File: config.mk
export PLATFORM = sky130hd
export DESIGN_NAME = capped_motion_carry_drain
export DESIGN_NICKNAME = d
export VERILOG_FILES = /design/src/design/cmcd_pkg.sv /design/src/design/capped_motion_carry_drain.sv
export SDC_FILE = /design/constraint.sdc
export NUM_CORES = 1
export LEC_CHECK = 0
export ABC_CLOCK_PERIOD_IN_PS = 25100
export BUFFER_PORTS_ARGS = -buffer_cell sky130_fd_sc_hd__buf_4
export CORE_ASPECT_RATIO = 0.8
export CORE_MARGIN = 2
export CORE_UTILIZATION = 35
export DETAILED_ROUTE_END_ITERATION = 8
export SLEW_MARGIN = 20
export SYNTH_ARGS = -nofsm -noshare
export SYNTH_HDL_FRONTEND = slang
export SYNTH_SLANG_ARGS = --single-unit
export TNS_END_PERCENT = 10
File: constraint.sdc
create_clock -name clk_i -period 25.1 [get_ports clk_i]
set_clock_uncertainty 0.15 [all_clocks]
set_input_delay 0 -clock clk_i [delete_from_list [all_inputs] [get_ports clk_i]]
set_output_delay 0 -clock clk_i [all_outputs]
set_load 0.005 [all_outputs]
File: src/design/cmcd_pkg.sv
// Shared constants for the capped motion carry drain.
`default_nettype none

package cmcd_pkg;

  // Fixed field widths
  localparam int DELTA_W = 24;
  localparam int EMIT_W  = 16;
  localparam int MPF_W   = 15;
  localparam int THR_W   = 8;
  localparam int CFG_W   = 15;
  localparam int CFG_IDX_W = 1;

  // Default arithmetic geometry
  localparam int FRAC_BITS_DEF  = 8;
  localparam int OWED_WIDTH_DEF = 24;

  // Register reset values
  localparam logic [MPF_W-1:0] MPF_RESET = MPF_W'(127);
  localparam logic [THR_W-1:0] THR_RESET = THR_W'(3);

  // Register indexes
  localparam logic [CFG_IDX_W-1:0] REG_MAX_PER_FRAME  = 1'b0;
  localparam logic [CFG_IDX_W-1:0] REG_IDLE_THRESHOLD = 1'b1;

  // Request codes
  localparam logic REQ_INJECT = 1'b0;
  localparam logic REQ_RETURN = 1'b1;

endpackage

`default_nettype wire

File: src/design/capped_motion_carry_drain.sv
// Top level of the capped motion carry drain: input register, drain logic, result register.
`default_nettype none

// Two-axis motion drain. Each input beat carries a request type and signed
// x/y deltas with FRAC_BITS fraction bits. An inject beat adds the deltas to
// the owed motion, then per axis takes owed plus the sub-count residual,
// clamps it to +/- max_per_frame counts, rounds half away from zero and emits
// the whole counts; the residual keeps the rounding remainder and owed keeps
// only what the cap cut off. A return beat adds its deltas (whole counts
// already shifted by FRAC_BITS) into owed and emits zero counts. Every result
// beat also reports pending: either |owed| >= idle_threshold after the update.
// All owed sums saturate at OWED_WIDTH bits. Timing: one beat per cycle
// sustained while out_stall_i is low. Result valid rises after the input
// beat has passed the input register and then the result register, which is
// loaded together with the axis state. Throughput is set by the update loop
// on the owed/residual registers. A stalled result register still lets one
// more beat into the input register. Configuration writes take effect on the
// next beat and are to be made only while the block is idle.
module capped_motion_carry_drain #(
  parameter int FRAC_BITS  = cmcd_pkg::FRAC_BITS_DEF,
  parameter int OWED_WIDTH = cmcd_pkg::OWED_WIDTH_DEF
) (
  input  wire logic                                   clk_i,
  input  wire logic                                   rst_ni,
  // configuration
  input  wire logic                                   cfg_we_i,
  input  wire logic [cmcd_pkg::CFG_IDX_W-1:0]         cfg_idx_i,
  input  wire logic [cmcd_pkg::CFG_W-1:0]             cfg_data_i,
  // input channel
  input  wire logic                                   in_valid_i,
  output logic                                        in_stall_o,
  input  wire logic                                   req_type_i,
  input  wire logic signed [cmcd_pkg::DELTA_W-1:0]    delta_x_i,
  input  wire logic signed [cmcd_pkg::DELTA_W-1:0]    delta_y_i,
  // result channel
  output logic                                        out_valid_o,
  input  wire logic                                   out_stall_i,
  output logic signed [cmcd_pkg::EMIT_W-1:0]          emit_x_o,
  output logic signed [cmcd_pkg::EMIT_W-1:0]          emit_y_o,
  output logic                                        pending_o
);
  import cmcd_pkg::*;

  // Working width: holds owed + residual with headroom, the shifted cap,
  // and the sign-extended delta sum.
  localparam int CW0 = (OWED_WIDTH + 2 > FRAC_BITS + MPF_W + 2) ?
                       OWED_WIDTH + 2 : FRAC_BITS + MPF_W + 2;
  localparam int CW  = (CW0 > DELTA_W + 2) ? CW0 : DELTA_W + 2;
  localparam int RW  = FRAC_BITS + 1;

  localparam logic signed [CW-1:0] OWED_MAX =
    signed'({{(CW-OWED_WIDTH+1){1'b0}}, {(OWED_WIDTH-1){1'b1}}});
  localparam logic signed [CW-1:0] OWED_MIN =
    signed'({{(CW-OWED_WIDTH+1){1'b1}}, {(OWED_WIDTH-1){1'b0}}});
  localparam logic signed [CW-1:0] HALF_UNIT =
    signed'({{(CW-FRAC_BITS){1'b0}}, 1'b1, {(FRAC_BITS-1){1'b0}}});

  function automatic logic signed [CW-1:0] sat_owed(input logic signed [CW-1:0] v);
    logic signed [CW-1:0] r;
    if (v > OWED_MAX) begin
      r = OWED_MAX;
    end else if (v < OWED_MIN) begin
      r = OWED_MIN;
    end else begin
      r = v;
    end
    return r;
  endfunction

  // ---------------------------------------------------------------------------
  // Configuration registers
  // ---------------------------------------------------------------------------
  logic [MPF_W-1:0] max_per_frame_q;
  logic [THR_W-1:0] idle_threshold_q;

  always_ff @(posedge clk_i or negedge rst_ni) begin
    if (!rst_ni) begin
      max_per_frame_q  <= MPF_RESET;
      idle_threshold_q <= THR_RESET;
    end else if (cfg_we_i) begin
      unique case (cfg_idx_i)
        REG_MAX_PER_FRAME:  max_per_frame_q  <= cfg_data_i[MPF_W-1:0];
        REG_IDLE_THRESHOLD: idle_threshold_q <= cfg_data_i[THR_W-1:0];
        default: ;
      endcase
    end
  end

  // ---------------------------------------------------------------------------
  // Handshake: input register advances into the result register whenever
  // the result register is empty or being drained.
  // ---------------------------------------------------------------------------
  logic in_valid_q;
  logic out_valid_q;
  logic advance;
  logic in_take;

  assign advance    = in_valid_q && (!out_valid_q || !out_stall_i);
  assign in_stall_o = in_valid_q && out_valid_q && out_stall_i;
  assign in_take    = in_valid_i && !in_stall_o;

  always_ff @(posedge clk_i or negedge rst_ni) begin
    if (!rst_ni) begin
      in_valid_q  <= 1'b0;
      out_valid_q <= 1'b0;
    end else begin
      if (in_take) begin
        in_valid_q <= 1'b1;
      end else if (advance) begin
        in_valid_q <= 1'b0;
      end
      if (advance) begin
        out_valid_q <= 1'b1;
      end else if (!out_stall_i) begin
        out_valid_q <= 1'b0;
      end
    end
  end

  // Input payload register
  logic                      req_type_q;
  logic signed [DELTA_W-1:0] delta_q [2];

  always_ff @(posedge clk_i) begin
    if (in_take) begin
      req_type_q <= req_type_i;
      delta_q[0] <= delta_x_i;
      delta_q[1] <= delta_y_i;
    end
  end

  // ---------------------------------------------------------------------------
  // Per-axis drain
  // ---------------------------------------------------------------------------
  logic signed [CW-1:0]     lim;
  logic signed [CW-1:0]     thr;
  logic                     inject;
  logic signed [EMIT_W-1:0] emit_d [2];
  logic [1:0]               axis_pend;

  assign lim = signed'({{(CW-MPF_W-FRAC_BITS){1'b0}}, max_per_frame_q, {FRAC_BITS{1'b0}}});
  assign thr = signed'({{(CW-THR_W){1'b0}}, idle_threshold_q});
  assign inject = (req_type_q == REQ_INJECT);

  for (genvar a = 0; a < 2; a++) begin : g_axis
    logic signed [OWED_WIDTH-1:0] owed_q, owed_d;
    logic signed [RW-1:0]         res_q, res_d;
    logic signed [CW-1:0]         owed_ext, delta_ext, owed1, want;
    logic signed [CW-1:0]         capped, mag_c, rounded, cnt, res_full, owed2, owed_new;

    always_comb begin
      owed_ext  = signed'({{(CW-OWED_WIDTH){owed_q[OWED_WIDTH-1]}}, owed_q});
      delta_ext = signed'({{(CW-DELTA_W){delta_q[a][DELTA_W-1]}}, delta_q[a]});
      owed1     = sat_owed(owed_ext + delta_ext);
      want      = owed1 + signed'({{(CW-RW){res_q[RW-1]}}, res_q});

      // clamp to the per-frame cap
      if (want > lim) begin
        capped = lim;
      end else if (want < -lim) begin
        capped = -lim;
      end else begin
        capped = want;
      end

      // round half away from zero on the magnitude
      mag_c    = capped[CW-1] ? -capped : capped;
      rounded  = (mag_c + HALF_UNIT) >>> FRAC_BITS;
      cnt      = capped[CW-1] ? -rounded : rounded;
      res_full = capped - (cnt <<< FRAC_BITS);
      owed2    = sat_owed(want - capped);

      if (inject) begin
        owed_new = owed2;
        res_d    = res_full[RW-1:0];
        emit_d[a] = cnt[EMIT_W-1:0];
      end else begin
        owed_new = owed1;
        res_d    = res_q;
        emit_d[a] = '0;
      end
      owed_d = owed_new[OWED_WIDTH-1:0];

      // |owed| >= threshold, checked after the update
      axis_pend[a] = owed_new[CW-1] ? (-owed_new >= thr) : (owed_new >= thr);
    end

    always_ff @(posedge clk_i or negedge rst_ni) begin
      if (!rst_ni) begin
        owed_q <= '0;
        res_q  <= '0;
      end else if (advance) begin
        owed_q <= owed_d;
        res_q  <= res_d;
      end
    end
  end

  // ---------------------------------------------------------------------------
  // Result register
  // ---------------------------------------------------------------------------
  logic signed [EMIT_W-1:0] emit_x_q, emit_y_q;
  logic                     pending_q;

  always_ff @(posedge clk_i) begin
    if (advance) begin
      emit_x_q  <= emit_d[0];
      emit_y_q  <= emit_d[1];
      pending_q <= |axis_pend;
    end
  end

  assign out_valid_o = out_valid_q;
  assign emit_x_o    = emit_x_q;
  assign emit_y_o    = emit_y_q;
  assign pending_o   = pending_q;

endmodule

`default_nettype wire
==> metrics.md <==
| Metric | Value |
|---|---|
| Outcome | finished, final reports clean |
| Commonest non-fill, non-tap cell in the layout | nand2_1 |
| Clock Tree Buf Depth | 2 |
| DPL Wire Length | 62,100 um |
| Xor/xnor share of the synthesized area | 9.04% |
| Vias/cell | between 5 and 6 |
| Drt drc | 0 |
| Vias | roughly 23,000 |
| CORE AREA | ~64,000 sq um |
| Compound-cell area share of the yosys netlist | between 20% and 30% |
| Reg area | 4750 sq um |
| Ant. Diodes | 0 |
| Initial Utilization | 35.5% |
| Post-Synth Adder-Cell Area | a little over an eighth |
| # fillers | between 6,000 and 7,000 |
| Slew @ Worst Pin | between 1 and 1.5 ns |
| H-tree Lvls | 4 |
| Die width | 290 um |
| CP peak stage delay | 0.81 ns |
| Layout Nets | between 3,000 and 4,000 |
| Commonest register cell after synthesis | edfxtp_1 |
| Worst-Skew Late Latency | between 0.5 and 0.6 ns |
| CTS tree | built |
| Main combinational cell family by area after synthesis | compound AO/OA/AOI/OAI gates |
| Routed wire length | roughly 80,000 um |
| RePlAce Congestion | between 0.9 and 1 |
| DRT antenna net count | 0 |
| Startpoint Class | flop |
| CP max-delay cell | xor2_4 |
| Setup ws final | between 6 and 7 ns |
| Top post-synthesis cells by area | ha_1 (12%), edfxtp_1 (11%), dfrtp_1 (9.0%), xnor2_1 (5.9%), o21ai_0 (5.5%) |
| Yosys top cell area share | approximately an eighth |
| Worst Path Arrival | around 19 ns |
| Initial antenna violation count | 2 |
| Layout area overhead | 13.8% |
| EDFF count, synth | 82 |
| Async set or reset register ratio after synthesis | roughly 53% |
| Grt total ovfl | 0 |
| Final worst-path cycle share | 74.7% |
| DP Worst Slack | between 6 and 7 ns |
| Maxcap violations | 0 |
| Ys Warns | 0 |
| CP required | approximately 25 ns |
| GRT Total Usage | 23.5% |
| Crit end category | flop |
| Syn_area_per_cell | between 7 and 8 sq um |
| Register area share after synthesis | between 20% and 30% |
| Cell Area, Placed | 24,500 sq um |
| Cells after synthesis | approximately 3,000 |
| Critical path fanouts, max | 35 |
| Fin cells | 3,964 |
| Post-Syn Nets | between 3,000 and 4,000 |
| Initial DRC count | 2,463 |
| Simple-gate share of the synthesized area | approximately a fifth |
| Max transition margin | between 30% and 40% |
| CTS clk-pin slew, worst paths | roughly 0.070 ns |
| Leading area contributor after synthesis | ha_1 |
| Flop and latch count out of synthesis | 173 |
| Die H | 233 um |
| First-pass DRT Iterations | 6 |
| Clk root buf | clkbuf_16 |
| Most frequent cells in the layout | nand2_1 (329), nor2_1 (262), o21ai_0 (251) |
| Routed WL per cell | 20.1 um |
| Area of the multi-input gates | about 17,000 sq um |
| Count of buffers from port buffering | approximately 100 |
| Max-slew violation total from the final report | 0 |
| Mapped cell area | between 20,000 and 25,000 sq um |
| Share of cells above drive strength 1 | 8.99% |
| Tmin final | approximately 19 ns |
| Sink Count | between 150 and 200 |
| Post_cts resized | 0 |
| Largest net degree at the start of global routing | just under 80 |
| RSZ-0062 raised after global routing | no |
| Fmax | 53.3 MHz |
| CTS buffer count | 17 |
| IO Count | around 110 |
| Min-delay worst type | in -> async |
| Vias in the first global route | approximately 21,000 |
| Mux contribution to synthesized area | 2.31% |
| Crit Path Category | reg -> reg |
| Final hold violations | 0 |
| First-pass GRT wire length | approximately 120,000 um |
| Final setup fails | 0 |
| DP Cell Count | 3,837 |
| Die area | about 67,000 sq um |
| Distinct cell type count after synthesis | 115 |
| Post-route cell area | 26,000 sq um |
| Floorplan row count | between 80 and 90 |
| Crit path top cell by count | o21ai_0 |
| Setup TNS | 0 ns |
## worst max-delay path: cells and delay by family (launching register included)
kind | cells | cell delay [ns]
compound gates | 43 | 10.04
simple gates | 19 | 3.38
fa+ha+maj | 7 | 2.31
xor+xnor | 2 | 1.23
buf+inv | 4 | 0.99
flops | 1 | 0.36
## per-layer routing
| layer | up-vias | routed length [um] | part of all wire, % | GRT usage [%] |
|---|---|---|---|---|
| met4 | 0 | 1900 | 2.4 | 6.41 |
| met5 | - | 0 | 0 | 0 |
| met3 | 104 | 7240 | 9.1 | 6.27 |
| met2 | 966 | 34100 | 43 | 35.2 |
| met1 | 10900 | 36500 | 46 | 33.0 |
| li1 | 11300 | - | - | - |
## cells by family after synthesis
logic type,count (synthesis)
simple gates,1021
compound gates,977
fa+ha+maj,245
mux,47
buf+inv,269
xor+xnor,233
flops,173
## repair_timing
| item | 4_1_cts | 5_1_grt |
|---|---|---|
| buffers inserted | 0 | 0 |
| hold buffers | 95 | 0 |
| endpoints found under the hold margin | 103 | 0 |
## state kept, by name, summed over array words and instances, names as in the netlist, 8 cells and up
signal / flops
emit_x_o: 16
g_axis.res_q: 18
delta_q: 48
idle_threshold_q: 8
max_per_frame_q: 15
emit_y_o: 16
g_axis.owed_q: 48
## cell usage after synthesis (28+ instances only)
| library cell | instances |
|---|---|
| o21ai_0 | 251 |
| xnor2_1 | 155 |
| nand4_1 | 35 |
| o211ai_1 | 37 |
| edfxtp_1 | 82 |
| nand2_1 | 331 |
| dfrtp_1 | 82 |
| ha_1 | 227 |
| inv_1 | 142 |
| a31oi_1 | 42 |
| clkbuf_1 | 94 |
| nand3_1 | 71 |
| nor2b_1 | 31 |
| o31ai_1 | 28 |
| o21a_1 | 35 |
| nor3_1 | 80 |
| o22ai_1 | 28 |
| nand2b_1 | 46 |
| a21o_1 | 76 |
| a21oi_1 | 212 |
| xor2_1 | 76 |
| nor2_1 | 262 |
## worst paths after layout
path                                 startpoint              endpoint  slack (ns)  cells past startpoint
min in group clk_i                delta_x_i[22]        delta_q[0][22]        0.06                      2
min reg2reg                g_axis[1].owed_q[10]  g_axis[1].owed_q[10]        0.33                      2
min                                      rst_ni   idle_threshold_q[1]        0.03                      2
max reg2reg                 g_axis[1].owed_q[0]             pending_o        6.34                     75
max in group asynchronous                rst_ni  g_axis[0].owed_q[20]       23.82                      3
max                         g_axis[1].owed_q[0]             pending_o        6.34                     75
## cell type report
cell class                 instances  area share [%]
clock buffer                      18            1.65
clock inverter                    14           0.529
inverter                         151            2.18
multi-input combinational       2523            65.6
sequential                       173            18.3
tap                              850            4.09
timing repair buffer             235            7.73
## metrics by stage
step	hold WS (ns)	util, %
6_report	0.0282	40.4
5_1_grt	0.0438	40.4
4_1_cts	0.0161	40.4
3_5_place_dp	-0.132	38.0
3_3_place_gp	-0.135	38.0
2_1_floorplan	-0.446	-
Power is left out: the tool's default activity adds up to more than one toggle a clock period on the data nets, which glitch-free logic cannot reach.
